<file path="src/histeq_pkg.sv">
`default_nettype none

package histeq_pkg;

  localparam int LEVELS     = 256;
  localparam int MAX_PIXELS = 1048576;

  localparam int LVL_W   = $clog2(LEVELS);
  localparam int OP_W    = 2;
  localparam int PIX_W   = 8;
  localparam int CFG_W   = 21;
  localparam int OUT_W   = 8;
  localparam int COUNT_W = $clog2(2 * MAX_PIXELS);
  localparam int NUM_W   = COUNT_W + 10;
  localparam int DEN_W   = CFG_W + 1;
  localparam int QCNT_W  = $clog2(OUT_W);

  localparam logic [COUNT_W-1:0] COUNT_MAX = COUNT_W'(2 * MAX_PIXELS - 1);
  localparam logic [CFG_W-1:0]   CFG_RESET = CFG_W'(262144);
  localparam logic [OUT_W-1:0]   OUT_MAX   = OUT_W'(255);
  localparam int                 SCALE     = 2 * 255;

  typedef enum logic [OP_W-1:0] {
    OP_CLEAR = 2'd0,
    OP_COUNT = 2'd1,
    OP_BUILD = 2'd2,
    OP_MAP   = 2'd3
  } op_e;

  typedef enum logic [2:0] {
    ST_IDLE,
    ST_READ,
    ST_ACC,
    ST_SCALE,
    ST_START,
    ST_DIV
  } build_state_e;

  typedef struct packed {
    logic             clear;
    logic             count;
    logic             read;
    logic [LVL_W-1:0] addr;
  } hist_req_t;

endpackage

`default_nettype wire

</file>
<file path="src/histeq_div.sv">
`default_nettype none

module histeq_div (
  input  logic                         clk_i,
  input  logic                         rst_ni,
  input  logic                         start_i,
  input  logic [histeq_pkg::NUM_W-1:0] num_i,
  input  logic [histeq_pkg::DEN_W-1:0] den_i,
  output logic                         done_o,
  output logic [histeq_pkg::OUT_W-1:0] quo_o
);
  import histeq_pkg::*;

  logic              busy_q;
  logic              done_q;
  logic              sat_q;
  logic [NUM_W-1:0]  rem_q;
  logic [NUM_W-1:0]  dsh_q;
  logic [QCNT_W-1:0] cnt_q;
  logic [OUT_W-1:0]  quo_q;
  logic              ge;

  assign ge     = rem_q >= dsh_q;
  assign done_o = done_q;
  assign quo_o  = quo_q;

  always_ff @(posedge clk_i or negedge rst_ni) begin
    if (!rst_ni) begin
      busy_q <= 1'b0;
      done_q <= 1'b0;
      cnt_q  <= '0;
    end else begin
      done_q <= 1'b0;
      if (start_i) begin
        busy_q <= 1'b1;
        cnt_q  <= QCNT_W'(OUT_W - 1);
      end else if (busy_q) begin
        cnt_q <= cnt_q - QCNT_W'(1);
        if (sat_q || (cnt_q == '0)) begin
          busy_q <= 1'b0;
          done_q <= 1'b1;
        end
      end
    end
  end

  always_ff @(posedge clk_i) begin
    if (start_i) begin
      rem_q <= num_i;
      dsh_q <= NUM_W'({den_i, {(OUT_W - 1){1'b0}}});
      // quotient would not fit in the output: clamp
      sat_q <= num_i >= NUM_W'({den_i, {OUT_W{1'b0}}});
    end else if (busy_q) begin
      if (sat_q) begin
        quo_q <= OUT_MAX;
      end else begin
        if (ge) begin
          rem_q <= rem_q - dsh_q;
        end
        dsh_q <= dsh_q >> 1;
        quo_q <= {quo_q[OUT_W-2:0], ge};
      end
    end
  end

endmodule

`default_nettype wire

</file>
<file path="config.mk">
export PLATFORM = sky130hd
export DESIGN_NAME = histeq_div
export DESIGN_NICKNAME = d
export VERILOG_FILES = /design/src/histeq_pkg.sv /design/src/histeq_div.sv
export SDC_FILE = /design/constraint.sdc
export NUM_CORES = 1
export LEC_CHECK = 0
export BUFFER_PORTS_ARGS = -buffer_cell sky130_fd_sc_hd__buf_2
export CAP_MARGIN = 20
export CORE_ASPECT_RATIO = 1.5
export CORE_MARGIN = 8
export CORE_UTILIZATION = 55
export CTS_BUF_LIST = sky130_fd_sc_hd__clkbuf_4
export DETAILED_ROUTE_END_ITERATION = 6
export PLACE_DENSITY = 0.78
export SLEW_MARGIN = 20
export SYNTH_ARGS = -nofsm -noshare
export SYNTH_HDL_FRONTEND = slang
export SYNTH_SLANG_ARGS = --single-unit
</file>
<file path="constraint.sdc">
create_clock -name clk_i -period 2.8 [get_ports clk_i]
set_input_delay 0.14 -clock clk_i [delete_from_list [all_inputs] [get_ports clk_i]]
set_output_delay 0.14 -clock clk_i [all_outputs]
set_load 0.02 [all_outputs]
</file>
==> results.cfg, run 1 <==
[synthesis]
yosys_warnings = 0
synth_seq_cells = 74
syn_area_um2 = 5550
synth_top_area_cell = edfxtp_1
synth_area_leaders = edfxtp_1, ha_1, nand2_1
synth_fp_nets = 736
synth_ff_type = edfxtp_1
ys_types = 60
syn_avg_cell_area_um2 = 8.86
synth_seq_area_share_pct = 38.4
yosysTopAreaCellShare_pct = 33.6
synthArstFlopShare_pct = 6.76
synth_cells = 626
synth_edf_count = 62

[clock_network]
cts_sinks = 74
clk_latency_ps = 450
cts_inserted_buffers = 9
clock_tree.root_cell = clkbuf_4
cts_tree = built
htreeDepth = 3
path_clk_slew_ps = 130
clk_path_buf_depth = 2

[placed_design]
dpl.cell_count = 795
hpwl_um = 11000
port_buffers = 64
place_congestion = 0.921

[grt]
grt_max_degree = 48
antenna_found_initial = 1
grt_usage_pct = 21.7
gr-total-overflow = 0
grt_pass1_wl_um = 24100
grt_pass1_vias = 5221

[setup_path]
critPathArrivalTime_ps = 2890
crit_path_start_kind = register
r2r_start = rem_q[6]
cp.required_ps = 2990
critical_path.max_fanout = 30
cp-startpoint = rem_q[6]
crit_type = register to register
worstSetupEndpointType = register

[route]
drt-met1-wl_um = 5630
routed_wirelength_um = 14600
dr.pass1.iters = 5
viasPerCell = 5.85
top_layer_used = met4
ant_nets = 0
drtIter0Drc = 227
drc = 0
wl_met3_um = 611
num_vias = 5025
met2_length_um = 7960
wl_per_cell_um = 17.0

[sta]
slew_viol_final = 0
fin_skew_ps = 24.1
finalSetupViolations = 0
hold_viol_final = 0
rsz0062_at_grt = false
hold_slack_ps = 23.4
fin_crit_ps = 2700
worst_pin_slew_ps = 662
relSlewSlack_pct = 55.8
min_period_over_period_pct = 96.3
fmax_ghz = 0.371

[power]
irDropWorstVdd_uv = 435
cellPowerDensity_nw_per_um2 = 806
leakage_nw = 2.89

[floorplanning]
dieArea_um2 = 13600
die_y_um = 139
start_util_pct = 55.6
rows = 45
core-area_um2 = 9970
die-width_um = 98.0
ios = 65

[cells_and_area]
synthToLayoutAreaGrowth_pct = 21.4
drive_gt1_share_pct = 18.4
final_common_cell = nand2_1
finalNonFillerCells = 859
fillers = 794
fin_nets = 846
mostFrequentLayoutCells = nand2_1, buf_2, inv_1, edfxtp_1, ha_1

[min_path]
holdCritPathClass = input pin to register
hp-start = num_i[15]

[flow_run]
maxCapViolCount = 0

[status]
status = finished, final reports clean
==> metrics by stage <==
| step | power (mW) | setup slack (ps) | setup TNS [ps] | cell area (µm²) | utilization, % |
|---|---|---|---|---|---|
| after CTS | 5.35 | 9.17 | 0 | 6670 | 67.0 |
| after detailed placement | 4.39 | -10.9 | -10.9 | 6030 | 60.6 |
| after global routing | 5.80 | 6.75 | 0 | 6730 | 67.5 |
| final | 5.42 | 103 | 0 | 6730 | 67.5 |
| after floorplan | 3.66 | 126 | 0 | 5550 | - |
| after global placement | 4.32 | 52.3 | 0 | 6030 | 60.6 |
==> registers in the layout (all words and copies together) (netlist names) <==
signal  count
rem_q      31
dsh_q      29
quo_o       8
cnt_q       3
busy_q      1
done_o      1
sat_q       1
==> power by group <==
part | total, mW | internal, mW | switching (mW)
sequential | 1.61 | 1.51 | 0.0976
clock | 0.884 | 0.461 | 0.423
combinational | 2.93 | 1.25 | 1.68
==> logic make-up after synthesis <==
logic type / Yosys count / synth area share [%]
buffers and inverters: 98 / 7.29
AND/OR/NAND/NOR: 186 / 15.5
adder cells (fa/ha/maj): 54 / 12.3
flip-flops: 74 / 38.4
XOR/XNOR: 24 / 3.79
AO/OA/AOI/OAI: 187 / 22.1
multiplexers: 3 / 0.609
==> final cells by class <==
class	count	area [µm²]	area share (%)
multi-input cells	454	3050	45.4
flip-flops and latches	74	2130	31.6
repair buffers	135	976	14.5
inverters	62	233	3.46
well taps	117	146	2.17
clock inverters	7	125	1.86
clock buffers	9	67.6	1.00
diodes	1	2.50	0.0372
==> cells in the mapped netlist (all sizes together) (2+ instances only) <==
library cell,n
a2111oi,4
a211oi,4
a21boi,4
a21o,16
a21oi,48
a31oi,3
and3,2
buf,18
clkbuf,18
dfrtp,5
dfxtp,7
edfxtp,62
ha,53
inv,62
mux2,3
nand2,94
nand2b,11
nand3,10
nand4,11
nor2,22
nor2b,7
nor3,9
nor4,5
nor4b,3
o21a,7
o21ai,56
o21bai,3
o221ai,2
o31ai,26
or2,7
or3,3
xnor2,11
xor2,13
==> layer usage <==
layer  up-vias  track usage [%]
li1       2464                -
met5         -                0
met3        35             4.12
met1      2394             22.3
met4         0             10.1
met2       132             40.8
==> critical path: stages, from the launching register on <==
cell and delay, ps:
edfxtp_1 400, ha_1 410, a21oi_4 220, o21ai_1 90, a31oi_1 240, nand3_1 180, a21boi_4 260, nor4b_2 80
o31a_2 360, buf_12 190
==> worst paths after layout <==
check | endpoint | slack [ps] | cells after the start
worst max register to register | rem_q[19] | 100 | 9
worst min register to register | dsh_q[0] | 480 | 2
worst max-delay path | rem_q[19] | 100 | 9
min in group asynchronous | busy_q | 610 | 3
worst min-delay path | rem_q[15] | 20 | 3
max in group asynchronous | cnt_q[0] | 1990 | 3
==> what timing repair did <==
action / 4_1_cts / 5_1_grt
hold buffers: 44 / 0
setup buffers: 0 / 3
pin swaps: 0 / 3
resized for setup: 1 / 8
setup endpoints to repair: 1 / 36
hold endpoints to repair: 47 / 0
Power figures use the tool's default switching activity.
==> inputs of run 2 (changes only) <==
Settings changed: PLACE_DENSITY 0.78 to 0.79.
==> run 2 against run 1 <==
  * Wire length up 5.3%
  * Register-to-register slack about the same
  * Fmax up 0.17%
  * Core utilization up 0.13 points
  * Combinational power about the same
  * Sequential power about the same
  * Via count up 1.7%
  * Sequential share of layout area down 0.059 points
  * Non-clock buffer count up 1
  * Clock-buffer cell count unchanged
  * Sequential cell count unchanged
==> results.cfg, run 2 (same netlist as run 1, synthesis figures left out) <==
[cells_and_area]
final_common_cell = nand2_1
largest_reg_flops = 31
fillers = 764
fin_nets = 847
drive_gt1_share_pct = 18.3
mostFrequentLayoutCells = nand2_1, buf_2, inv_1, edfxtp_1
regMostFlops = rem_q
finalNonFillerCells = 861
synthToLayoutAreaGrowth_pct = 21.6

[power]
cellPowerDensity_nw_per_um2 = 797
p_sw_mw = 2.25
clkPwrFrac_pct = 15.0
leakage_nw = 2.89
p_comb_share_pct = 55.0
irDropWorstVdd_uv = 493
internal_power_mw = 3.13
power_mw = 5.37
pwr-share-seq_pct = 30.0
swShare_pct = 41.8

[grt]
grt_max_degree = 49
grt_usage_pct = 23.1
antenna_found_initial = 1
grt_pass1_vias = 5277
grt_pass1_wl_um = 25300
gr-total-overflow = 0

[sta]
worst_pin_slew_ps = 666
slew_viol_final = 0
fin_skew_ps = 20.6
finalSetupViolations = 0
hold_slack_ps = 30.8
fmax_ghz = 0.371
relSlewSlack_pct = 55.5
postLayoutSetupSlackWorst_ps = 107
min_period_over_period_pct = 96.2
hold_viol_final = 0
tns_ps = 0
fin_crit_ps = 2690

[setup_path]
critPathArrivalTime_ps = 2890
crit_path_start_kind = register
crit_type = register to register
worstSetupEndpointType = register
cpMostUsedCell = a21oi_1
r2r_slack_ps = 110
r2r_cells = 9
crit_path_max_incr_delay_ps = 440
critPathSlowestCell = o31ai_1
critical_path.max_fanout = 6
cp_cell_sequence = ha_1, a21oi_1, nor2_1, buf_4, o31ai_1, a21oi_1, a31oi_1, xor2_1, o21ai_0
cp.required_ps = 3000

[route]
drc = 0
num_vias = 5111
drtIter0Drc = 356
viasPerCell = 5.94
routed_wirelength_um = 15400
ant_nets = 0
dr.pass1.iters = 5
wl_per_cell_um = 17.9

[clock_network]
clock_tree.root_cell = clkbuf_4
clk_path_buf_depth = 2
cts_inserted_buffers = 9
htreeDepth = 3
cts_sinks = 74
clk_latency_ps = 470
cts_tree = built
path_clk_slew_ps = 140

[flow_run]
maxCapViolCount = 0

[floorplanning]
die_y_um = 139
start_util_pct = 55.6
dieArea_um2 = 13600
rows = 45
core-area_um2 = 9970
die-width_um = 98.0
ios = 65

[placed_design]
place_congestion = 0.912
port_buffers = 64
place_ws_ps = 22.5
hpwl_um = 11200
dpl.cell_count = 793

[min_path]
worstHoldPathCells = 3
holdCritPathClass = input pin to register

[status]
status = finished, final reports clean
-- run 2: layout make-up --
cell class / instances / area, µm² / share of cell area [%]
Clock inverter: 7 / 100 / 1.48
Inverter: 62 / 233 / 3.45
Antenna cell: 2 / 5.00 / 0.0742
Sequential cell: 74 / 2130 / 31.5
Tap cell: 117 / 146 / 2.17
Timing Repair Buffer: 136 / 993 / 14.7
Clock buffer: 9 / 67.6 / 1.00
Multi-Input combinational cell: 454 / 3070 / 45.5
-- run 2: final timing paths --
path	startpoint	endpoint
max in group asynchronous	rst_ni	cnt_q[1]
worst max register to register	rem_q[3]	rem_q[17]
worst min-delay path	num_i[27]	rem_q[27]
min in group asynchronous	rst_ni	cnt_q[0]
worst min register to register	dsh_q[1]	dsh_q[0]
worst max-delay path	rem_q[3]	rem_q[17]
-- run 2: through the flow --
step | area [µm²] | utilization [%]
after CTS | 6670 | 66.9
after detailed placement | 6020 | 60.4
after global routing | 6740 | 67.6
after floorplan | 5550 | -
after global placement | 6020 | 60.4
final | 6740 | 67.7
-- run 2: power by group through the flow --
stage | Combinational (mW) | Sequential (mW) | Clock, mW
floorplan | 2.06 | 1.60 | 0
global placement | 2.70 | 1.62 | 0
detailed placement | 2.75 | 1.63 | 0
CTS | 2.82 | 1.61 | 0.810
global route | 3.25 | 1.64 | 0.851
finish | 2.96 | 1.61 | 0.803
-- run 2: what timing repair did --
| action | CTS | global route |
|---|---|---|
| setup endpoints to repair | 0 | 34 |
| resized for setup | 0 | 16 |
| endpoints found under the hold margin | 51 | 0 |
| hold buffers | 48 | 0 |
| setup buffers | 0 | 2 |
-- run 2: worst max-delay path, delay by kind of cell, from the launching register on --
kind | cells | cell delay, ps
AO/OA/AOI/OAI | 5 | 1190
XOR/XNOR | 1 | 190
adder cells (fa/ha/maj) | 1 | 400
buffers and inverters | 1 | 140
flip-flops | 1 | 410
AND/OR/NAND/NOR | 1 | 80
-- run 2: metal layers --
layer,track usage [%],part of all wire [%],vias up
met5,0,0,-
met4,14.1,5.1,0
met3,4.52,4.7,57
met2,41.9,53,203
met1,23.6,38,2387
li1,-,-,2464
